### src/hw/rtl/vkga_pkg.sv
// ----------------------------------------------------------------------------
// vkga_pkg
// Types and constants shared by the voxel key group assignment block: request
// and response payloads and the query record that travels along the cells.
// ----------------------------------------------------------------------------
`default_nettype none

package vkga_pkg;

	localparam int COORD_W            = 16;
	localparam int KEY_W              = 3 * COORD_W;
	localparam int GROUP_ID_W         = 10;
	localparam int COUNT_W            = 16;
	localparam int GROUP_CAPACITY_DEF = 1024;

	localparam logic [COUNT_W-1:0] COUNT_MAX = {COUNT_W{1'b1}};
	localparam logic [COUNT_W-1:0] COUNT_ONE = COUNT_W'(1);

	typedef struct packed {
		logic               start_new;
		logic [COORD_W-1:0] cell_x;
		logic [COORD_W-1:0] cell_y;
		logic [COORD_W-1:0] cell_z;
	} vkga_req_t;

	typedef struct packed {
		logic [GROUP_ID_W-1:0] group_id;
		logic                  is_new;
		logic                  table_full;
		logic [COUNT_W-1:0]    member_count;
	} vkga_rsp_t;

	// One request in flight along the chain of cells
	typedef struct packed {
		logic                  valid;
		logic                  start_new;
		logic [KEY_W-1:0]      key;
		logic                  hit;
		logic [GROUP_ID_W-1:0] group_id;
		logic                  is_new;
		logic [COUNT_W-1:0]    member_count;
	} vkga_query_t;

endpackage

`default_nettype wire

### src/hw/rtl/vkga_cell.sv
// ----------------------------------------------------------------------------
// vkga_cell
// One group slot of the chain: holds a key, its member count and an in-use
// flag. A passing request clears the slot on a start flag, counts a match,
// or claims the slot if it is the first free one, then moves on a stage.
// ----------------------------------------------------------------------------
`default_nettype none

module vkga_cell
	import vkga_pkg::*;
#(
	parameter int CELL_INDEX = 0
) (
	input  wire logic        clk,
	input  wire logic        arst_n,
	input  wire logic        advance,
	input  wire vkga_query_t query_in,
	output vkga_query_t      query_out
);

	localparam logic [GROUP_ID_W-1:0] CELL_ID = GROUP_ID_W'(CELL_INDEX);

	logic [KEY_W-1:0]   key_q;
	logic [COUNT_W-1:0] count_q;
	logic               used_q;
	vkga_query_t        query_s1;

	logic               used_eff;
	logic               match;
	logic               fill;
	logic [COUNT_W-1:0] count_inc;
	vkga_query_t        query_d;

	always_comb begin
		used_eff  = used_q && !query_in.start_new;
		match     = query_in.valid && !query_in.hit && used_eff && (query_in.key == key_q);
		fill      = query_in.valid && !query_in.hit && !used_eff;
		count_inc = (count_q == COUNT_MAX) ? count_q : count_q + COUNT_ONE;
		query_d   = query_in;
		if (match) begin
			query_d.hit          = 1'b1;
			query_d.group_id     = CELL_ID;
			query_d.is_new       = 1'b0;
			query_d.member_count = count_inc;
		end else if (fill) begin
			query_d.hit          = 1'b1;
			query_d.group_id     = CELL_ID;
			query_d.is_new       = 1'b1;
			query_d.member_count = COUNT_ONE;
		end
	end

	always_ff @(posedge clk or negedge arst_n) begin
		if (!arst_n) begin
			used_q   <= 1'b0;
			query_s1 <= '0;
		end else if (advance) begin
			query_s1 <= query_d;
			if (query_in.valid) begin
				used_q <= used_eff || fill;
			end
		end
	end

	always_ff @(posedge clk) begin
		if (advance) begin
			if (match) begin
				count_q <= count_inc;
			end else if (fill) begin
				key_q   <= query_in.key;
				count_q <= COUNT_ONE;
			end
		end
	end

	assign query_out = query_s1;

endmodule

`default_nettype wire

### config.mk
export PLATFORM = sky130hd
export DESIGN_NAME = vkga_cell
export DESIGN_NICKNAME = d
export VERILOG_FILES = /design/src/hw/rtl/vkga_pkg.sv /design/src/hw/rtl/vkga_cell.sv
export SDC_FILE = /design/constraint.sdc
export NUM_CORES = 1
export LEC_CHECK = 0
export BUFFER_PORTS_ARGS = -buffer_cell sky130_fd_sc_hd__buf_2
export CAP_MARGIN = 20
export CORE_MARGIN = 2
export CORE_UTILIZATION = 57
export DETAILED_ROUTE_END_ITERATION = 10
export GPL_ROUTABILITY_DRIVEN = 1
export PLACE_DENSITY = 0.83
export SLEW_MARGIN = 10
export SYNTH_ARGS = -nofsm -noshare
export SYNTH_HDL_FRONTEND = slang
export SYNTH_SLANG_ARGS = --single-unit
export TNS_END_PERCENT = 50
### constraint.sdc
create_clock -name clk -period 10.37 [get_ports clk]
set_clock_uncertainty 0.2 [all_clocks]
set_input_delay 0.5185 -clock clk [delete_from_list [all_inputs] [get_ports clk]]
set_output_delay 0.5185 -clock clk [all_outputs]
set_load 0.02 [all_outputs]
# After elaboration in Yosys (flattened, before gate mapping)
# Cells that the tools add are included.
dict set report classes {
  muxes 5
  addsub 1
  reduce_logical 13
  bitwise_logic 1
  n_eq_ne 2
}
# cell n
set op_table {}
lappend op_table {{28-bit 2-to-1 mux} 2}
lappend op_table {{48-bit equality test} 1}
lappend op_table {{16-bit 2-to-1 mux} 3}
lappend op_table {{16-bit by 1-bit adder with 16-bit output (second input constant)} 1}
lappend op_table {{16-bit equality test (second input constant)} 1}
lappend op_table {{1-bit logical AND} 5}
lappend op_table {{2-bit AND reduction} 2}
lappend op_table {{1-bit zero test} 3}
lappend op_table {{3-bit AND reduction} 1}
lappend op_table {{2-bit nonzero test} 1}
lappend op_table {{1-bit logical OR} 1}
lappend op_table {{1-bit NOT} 1}
dict set report word_totals {
  word_cells 32
  inputBits 81
  reg_bits 143
  output_inout_bits 78
}

# Depth between registers and ports, before layout
# Gate-level depths: netlist of the first run.
dict set report logic_depth {
  ltp_word 6
  ltp_mapped 9
  ltp_nobuf 7
}

# Worst setup path after synthesis of the first run
# No wires, ideal clock.
dict set report synth_path {
  kind {input to register}
  start {input advance}
  end {register key_q[0], enable pin}
  cell_stages 5
  path_buffers 3
  setup_slack_ns 6.283
  required_time_ns 9.716
  setup_time_ns 0.454
  arrival_time_ns 3.433
  path_cell_list {clkbuf_1 -> clkbuf_1 -> inv_1 -> clkbuf_1 -> nor2_1}
}
dict set report synth_via {
  elab_chain_len 1
}
# item line_no
set synth_rtl {}
lappend synth_rtl {{from (decl)} vkga_cell.sv:16} ;# input wire logic advance,
lappend synth_rtl {{3-bit AND reduction (no source line)} -}
lappend synth_rtl {{to (signal assigned)} vkga_cell.sv:70} ;# key_q <= query_in.key;
lappend synth_rtl {{to (decl)} vkga_cell.sv:23} ;# logic [KEY_W-1:0] key_q;
# Every way passes these cells.
# A chain may end at the register's enable or synchronous reset.

# Final worst setup path of the first run
dict set report layout_path {
  start {input query_in[41] in the netlist's numbering}
  end {register count_q[4], enable pin}
}
dict set report layout_via {
  elab_chain_len 4
}
# item line_no
set layout_rtl {}
lappend layout_rtl {{from (decl)} vkga_cell.sv:17} ;# input wire vkga_query_t query_in,
lappend layout_rtl {{48-bit equality test} vkga_cell.sv:36} ;# match = query_in.valid && !query_in.hit && used_eff && (query_in.key == key_q);
lappend layout_rtl {{1-bit logical AND} vkga_cell.sv:36}
lappend layout_rtl {{2-bit nonzero test (no source line)} -}
lappend layout_rtl {{2-bit AND reduction (no source line)} -}
lappend layout_rtl {{to (signal assigned)} vkga_cell.sv:68} ;# count_q <= count_inc;
lappend layout_rtl {{to (decl)} vkga_cell.sv:24} ;# logic [COUNT_W-1:0] count_q;
# Every way passes these cells.

==> results of run 1 <==
-- registers in the layout (all words and copies together), names as in the netlist --
name and count:
count_q 16, key_q 48, query_out 78, used_q 1
-- power groups by stage --
stage / Combinational (mW) / Clock, mW / Sequential [mW]
final: 0.189 / 0.555 / 0.652
after global routing: 0.203 / 0.589 / 0.657
after CTS: 0.187 / 0.564 / 0.652
after detailed placement: 0.180 / 0 / 0.662
after global placement: 0.176 / 0 / 0.660
after floorplan: 0.0659 / 0 / 0.701
-- synthesized netlist by cell type, types with 4 or more instances --
master,number,area (µm²)
o2bb2ai_1,10,87.6
nand3_1,23,115
nand2b_1,4,25.0
mux2_2,49,552
xnor2_1,55,482
nor2_1,29,109
clkbuf_1,12,45.0
inv_1,9,33.8
nand4_1,22,138
a21oi_1,14,70.1
edfxtp_1,64,1920
o21a_1,11,82.6
a31oi_1,5,31.3
dfrtp_1,79,1980
nand2_1,20,75.1
-- logic make-up (layout without fill, tap and decap cells) --
| logic type | count (synthesis) | after routing |
|---|---|---|
| AOI/OAI and AO/OA | 53 | 53 |
| xor gates and xnor gates | 58 | 58 |
| and+or+nand+nor | 126 | 126 |
| buffers and inverters | 29 | 222 |
| DFF | 143 | 143 |
| muxes | 52 | 52 |
| adders and majority gates | 1 | 1 |
-- path summary, 6_finish.rpt --
check / cells past startpoint / endpoint
hold reg to reg: 1 / query_out[19]
max in group asynchronous: 3 / query_out[5]
setup / recovery: 8 / count_q[4]
min in group asynchronous: 2 / query_out[61]
setup reg to reg: 6 / count_q[4]
hold / removal: 1 / key_q[14]
-- stage by stage --
stage,util [%],power [mW],area [µm²],setup WS [ns],std cells
6_report,73.6,1.40,7870,7.17,795
5_1_grt,73.6,1.45,7870,7.00,795
4_1_cts,73.3,1.40,7840,7.23,794
3_5_place_dp,66.4,0.843,7110,7.24,743
3_3_place_gp,66.4,0.837,7110,7.23,743
2_1_floorplan,-,0.766,6190,6.28,462
-- what timing repair did --
item	in CTS	in global routing
hold buffers	19	0
buffers inserted	0	0
endpoints found under the hold margin	31	0
-- cell type report --
class / count / area [µm²] / share of cell area [%]
Inverter: 9 / 33.8 / 0.429
Tap cell: 140 / 175 / 2.23
Clock inverter: 10 / 91.3 / 1.16
Multi-Input combinational cell: 290 / 2180 / 27.7
Clock buffer: 22 / 454 / 5.77
Timing Repair Buffer: 181 / 1040 / 13.2
Sequential cell: 143 / 3900 / 49.5
-- layer usage --
metal,GRT usage [%],vias to the layer above,share of wire [%]
li1,-,2051,-
met1,31.8,2199,42
met2,41.2,159,51
met3,5.97,27,5.3
met4,9.71,0,2.0
met5,0,-,0
-- worst max-delay path: stages --
cell           delay [ns]
dlygate4sd3_1        0.55
buf_2                0.15
xnor2_1              0.27
nand4_1              0.16
nor4_1               0.48
nand4_2              0.51
a21oi_1              0.30
buf_4                0.27
==> run metrics, run 1 <==
yosys warns=0; CTS clock-pin slew for the worst setup and hold paths=0.06 ns; CTS Buf Count=17; DR iter-0 viols=311; R2R Setup Slk=7.42 ns; Root Buffer=clkbuf_8; IO Count=159; worst endpoint required time=10.38 ns; Syn Area/Cell=13.4 µm²; die width=108 µm; via count=4436; Fin Setup TNS=0 ns; clock share of power=39.8%; post-layout min period=3.20 ns; xor/xnor share of the synthesized area=8.21%; status=completed; Synth Area in Compound Gates=5.86%; P_sw=0.356 mW; Critical Path AT=3.21 ns; Max Cap Viol=0; Seq cells post-synth=143; number of diodes=0; DP Wirelength=9350 µm; nets=724; syn nets=544; Via density=5.58; Mapped Area=6190 µm²; pin count of the biggest net entering global routing=80; Worst VDD drop=126 µV; DR pass1 iterations=7; Rel. slew slack=45.9%; CTS tree=built; Starting Density=57.9%; Reg power frac=46.7%; Final Hold Fails=0; Setup violations, final=0; maximum clock path buffer count=2; startpoint types=input port; HP Class=in2reg; Overflow after GRT=0; Cell Int Power=1.04 mW; reg2reg start=key_q[29]; switching part of the total=25.5%; initial antenna violation count=0; critical path type=in2reg; IO Port Bufs=158; number of flops mapped to enable cells by yosys=64; RSZ-0062 raised after global routing=no; Comb pwr share=13.5%; period utilization=30.9%; pwr/cell area=177 nW/µm²; routed length per instance=17.6 µm; Pleak=3.25 nW; die area=11700 µm²; fill count=676; Hold Crit Start=query_in[42]; Cells after Synth=462; Worst Path Max Fanout=18; mux share of post-synthesis cell area=9.40%; commonest non-fill, non-tap cell in the layout=buf_2; Hold Slack=0.0260 ns; core area=10700 µm²; H-tree level count=4; Setup crit start=query_in[41]; vias in the first global route=4535; CTS sink count=143; WL final=14000 µm; share of post-route cells with drive strength above 1=38.3%; routability cong.=0.817; adder-cell share of the synthesized area=0.202%; Rows=38; clock latency on the worst-skew pair=0.52 ns; # DRC=0; Post-CTS Resized=0; Synth Area in Simple Gates=11.4%; first-pass GRT wire length=22300 µm; Final Max Slew Viols=0; FFs w/ async S/R, synth=55.2%; Final ANT Viol Nets=0; Netlist cell types=45; crit end category=flip-flop; P&R area growth vs syn=27.1%; largest family of logic cells by synthesized area=simple AND/OR/NAND/NOR gates; sequential-to-total area share from yosys stat=63.0%; global-route usage over all layers=24.8%; Worst-Margin Slew=0.809 ns; Max Clk Rate=0.312 GHz; Most used DFF post-synth=dfrtp_1; Die Ht=108 µm; most frequent cells in the layout=buf_2, dfrtp_1, edfxtp_1
Note: power is estimated with default switching activity, not from simulation.
==> inputs of run 2 (changes only) <==
--- a/config.mk
+++ b/config.mk
@@ -5,13 +5,14 @@
 export SDC_FILE = /design/constraint.sdc
 export NUM_CORES = 1
 export LEC_CHECK = 0
+export ABC_AREA = 1
 export BUFFER_PORTS_ARGS = -buffer_cell sky130_fd_sc_hd__buf_2
 export CAP_MARGIN = 20
 export CORE_MARGIN = 2
-export CORE_UTILIZATION = 57
+export CORE_UTILIZATION = 55
 export DETAILED_ROUTE_END_ITERATION = 10
 export GPL_ROUTABILITY_DRIVEN = 1
-export PLACE_DENSITY = 0.83
+export PLACE_DENSITY = 0.79
 export SLEW_MARGIN = 10
 export SYNTH_ARGS = -nofsm -noshare
 export SYNTH_HDL_FRONTEND = slang
==> constraint.sdc (replaced) <==
create_clock -name clk -period 3.35 [get_ports clk]
set_clock_uncertainty 0.2 [all_clocks]
set_input_delay 0.1675 -clock clk [delete_from_list [all_inputs] [get_ports clk]]
set_output_delay 0.1675 -clock clk [all_outputs]
set_load 0.02 [all_outputs]
==> run metrics, run 2 <==
most frequent cells in the layout=nand2_1, buf_2, inv_1; Cell Int Power=3.39 mW; first-pass GRT wire length=31600 µm; critical path endpoint=count_q[3]; core area=12600 µm²; WL final=19100 µm; status=completed; Setup crit start=query_in[47]; worst endpoint required time=3.26 ns; reg2reg path depth=12; adder-cell share of the synthesized area=0.176%; Final Hold Fails=0; number of flops mapped to enable cells by yosys=64; most frequent cell after synthesis=nand2_1; P&R area growth vs syn=33.2%; Post-Layout Cell Count=1310; CTS clock-pin slew for the worst setup and hold paths=0.05 ns; largest family of logic cells by synthesized area=simple AND/OR/NAND/NOR gates; global-route usage over all layers=28.6%; pin count of the biggest net entering global routing=85; Synth area leader=dfrtp_1; R2R Setup Slk=0.60 ns; sequential-to-total area share from yosys stat=54.9%; Synth Area in Compound Gates=4.36%; Via density=5.15; routability cong.=0.868; Rows=41; Die Ht=118 µm; Reg power frac=43.9%; startpoint types=input port; initial antenna violation count=0; Mapped Area=7100 µm²; period utilization=83.1%; Syn Area/Cell=8.02 µm²; Rel. slew slack=48.4%; Worst VDD drop=411 µV; die width=118 µm; routed length per instance=14.6 µm; clock share of power=41.9%; post-synth top area share=27.9%; Max Clk Rate=0.359 GHz; Max Cap Viol=0; CTS tree=built; Seq cells post-synth=143; Cells after Synth=885; Most used DFF post-synth=dfrtp_1; crit end category=flip-flop; Netlist cell types=34; CTS Buf Count=17; Worst Path Max Fanout=18; commonest non-fill, non-tap cell in the layout=nand2_1; vias in the first global route=6636; share of post-route cells with drive strength above 1=19.1%; switching part of the total=26.1%; Largest register FFs=78; Overflow after GRT=0; IO Port Bufs=158; critical path type=in2reg; Root Buffer=clkbuf_16; DR pass1 iterations=5; HP Class=in2async; DR iter-0 viols=535; Worst-Margin Slew=0.774 ns; number of diodes=0; clock latency on the worst-skew pair=0.43 ns; P_sw=1.20 mW; Critical R2R Capture=count_q[3]; Final ANT Viol Nets=0; Comb pwr share=14.2%; Setup violations, final=0; CTS sink count=143; maximum clock path buffer count=2; Synth top cells by count=nand2_1, inv_1, nor2_1; DP Wirelength=12300 µm; H-tree level count=4; Critical Path AT=2.70 ns; syn nets=967; Post-CTS Resized=0; mux share of post-synthesis cell area=0%; fill count=892; nets=1207; FFs w/ async S/R, synth=55.2%; via count=6752; Fin Setup TNS=0 ns; Pleak=4.88 nW; pwr/cell area=485 nW/µm²; top cells by area, synth=dfrtp_1, edfxtp_1, nand2_1; Starting Density=56.2%; reg2reg start=key_q[19]; Final Max Slew Viols=0; # DRC=0; Synth Area in Simple Gates=31.3%; die area=13800 µm²; IO Count=159; post-layout min period=2.78 ns; xor/xnor share of the synthesized area=1.22%; yosys warns=0; Post-Place Cells=1198; RSZ-0062 raised after global routing=no
==> run 2: changes by cell type in the layout (fill, tap and decap cells not counted), moves of 5 or more <==
cell / delta
xnor2_1: -50
nand3_2: +7
o21ai_0: +45
mux2_2: -49
o2bb2ai_1: -10
nand3_1: +14
o21a_1: -11
nand2_1: +342
nor2_1: +58
a21oi_1: -10
clkinvlp_4: -5
inv_1: +105
dlygate4sd3_1: +61
==> run 2: worst max-delay path, stage by stage <==
cell and delay [ns]:
dlygate4sd3_1 0.53, buf_2 0.16, nand2_1 0.07, inv_1 0.06
nor2_1 0.05, nor2_1 0.23, nand2_1 0.08, nor2_1 0.12
nand2_1 0.11, nor2_4 0.15, nand2_4 0.15, nand2_1 0.34
inv_1 0.11, nor2_1 0.10, buf_4 0.27
==> run 2: kinds of logic (layout without fill, tap and decap cells) <==
family / Yosys count / count (layout)
buffers and inverters: 142 / 395
AOI/OAI and AO/OA: 60 / 60
DFF: 143 / 143
xor gates and xnor gates: 9 / 9
adders and majority gates: 1 / 1
and+or+nand+nor: 530 / 530
==> run 2: what timing repair did <==
item,4_1_cts,5_1_grt
buffers inserted,0,0
hold endpoints to repair,206,0
hold buffers,80,0
==> run 2: how the worst min path moves through the flow <==
stage | start | endpoint | slack (ns) | cells past startpoint
floorplan | arst_n | query_out[0] | -0.33 | 0
global placement | arst_n | query_out[62] | -0.05 | 1
detailed placement | arst_n | query_out[62] | -0.04 | 1
CTS | arst_n | query_out[62] | 0.04 | 2
global route | arst_n | query_out[62] | 0.07 | 2
finish | arst_n | query_out[62] | 0.04 | 2
==> run 2: cell type report <==
cell class | instances | area, µm² | share of cell area (%)
Clock buffer | 25 | 538 | 5.69
Clock inverter | 7 | 71.3 | 0.755
Inverter | 117 | 440 | 4.66
Multi-Input combinational cell | 600 | 2630 | 27.9
Sequential cell | 143 | 3900 | 41.2
Tap cell | 172 | 215 | 2.28
Timing Repair Buffer | 246 | 1650 | 17.5
==> run 2: power by group through the flow <==
stage | clock network, mW | logic, mW | registers, mW
after detailed placement | 0 | 0.563 | 2.04
after global routing | 2.02 | 0.712 | 2.02
after CTS | 1.94 | 0.639 | 2.01
after global placement | 0 | 0.553 | 2.04
after floorplan | 0 | 0.214 | 2.15
final | 1.92 | 0.651 | 2.01
==> run 2: layer usage <==
| metal | global-route usage [%] | routed length [µm] | vias to the layer above | share of wire (%) |
|---|---|---|---|---|
| li1 | - | - | 3251 | - |
| met1 | 38.0 | 8300 | 3152 | 43 |
| met2 | 46.6 | 9120 | 305 | 48 |
| met3 | 5.38 | 1190 | 44 | 6.3 |
| met4 | 11.9 | 481 | 0 | 2.5 |
| met5 | 0 | 0 | - | 0 |
==> run 2: per-stage QoR <==
stage | cell area, µm² | setup WS, ns | total power, mW | utilization (%) | hold WS [ns]
after floorplan | 7100 | 0.523 | 2.36 | - | -0.328
after global placement | 8040 | 0.730 | 2.59 | 63.7 | -0.0527
after detailed placement | 8040 | 0.678 | 2.60 | 63.7 | -0.0399
after CTS | 9450 | 0.603 | 4.59 | 74.9 | 0.0399
after global routing | 9450 | 0.333 | 4.76 | 74.9 | 0.0733
final | 9450 | 0.567 | 4.58 | 74.9 | 0.0422
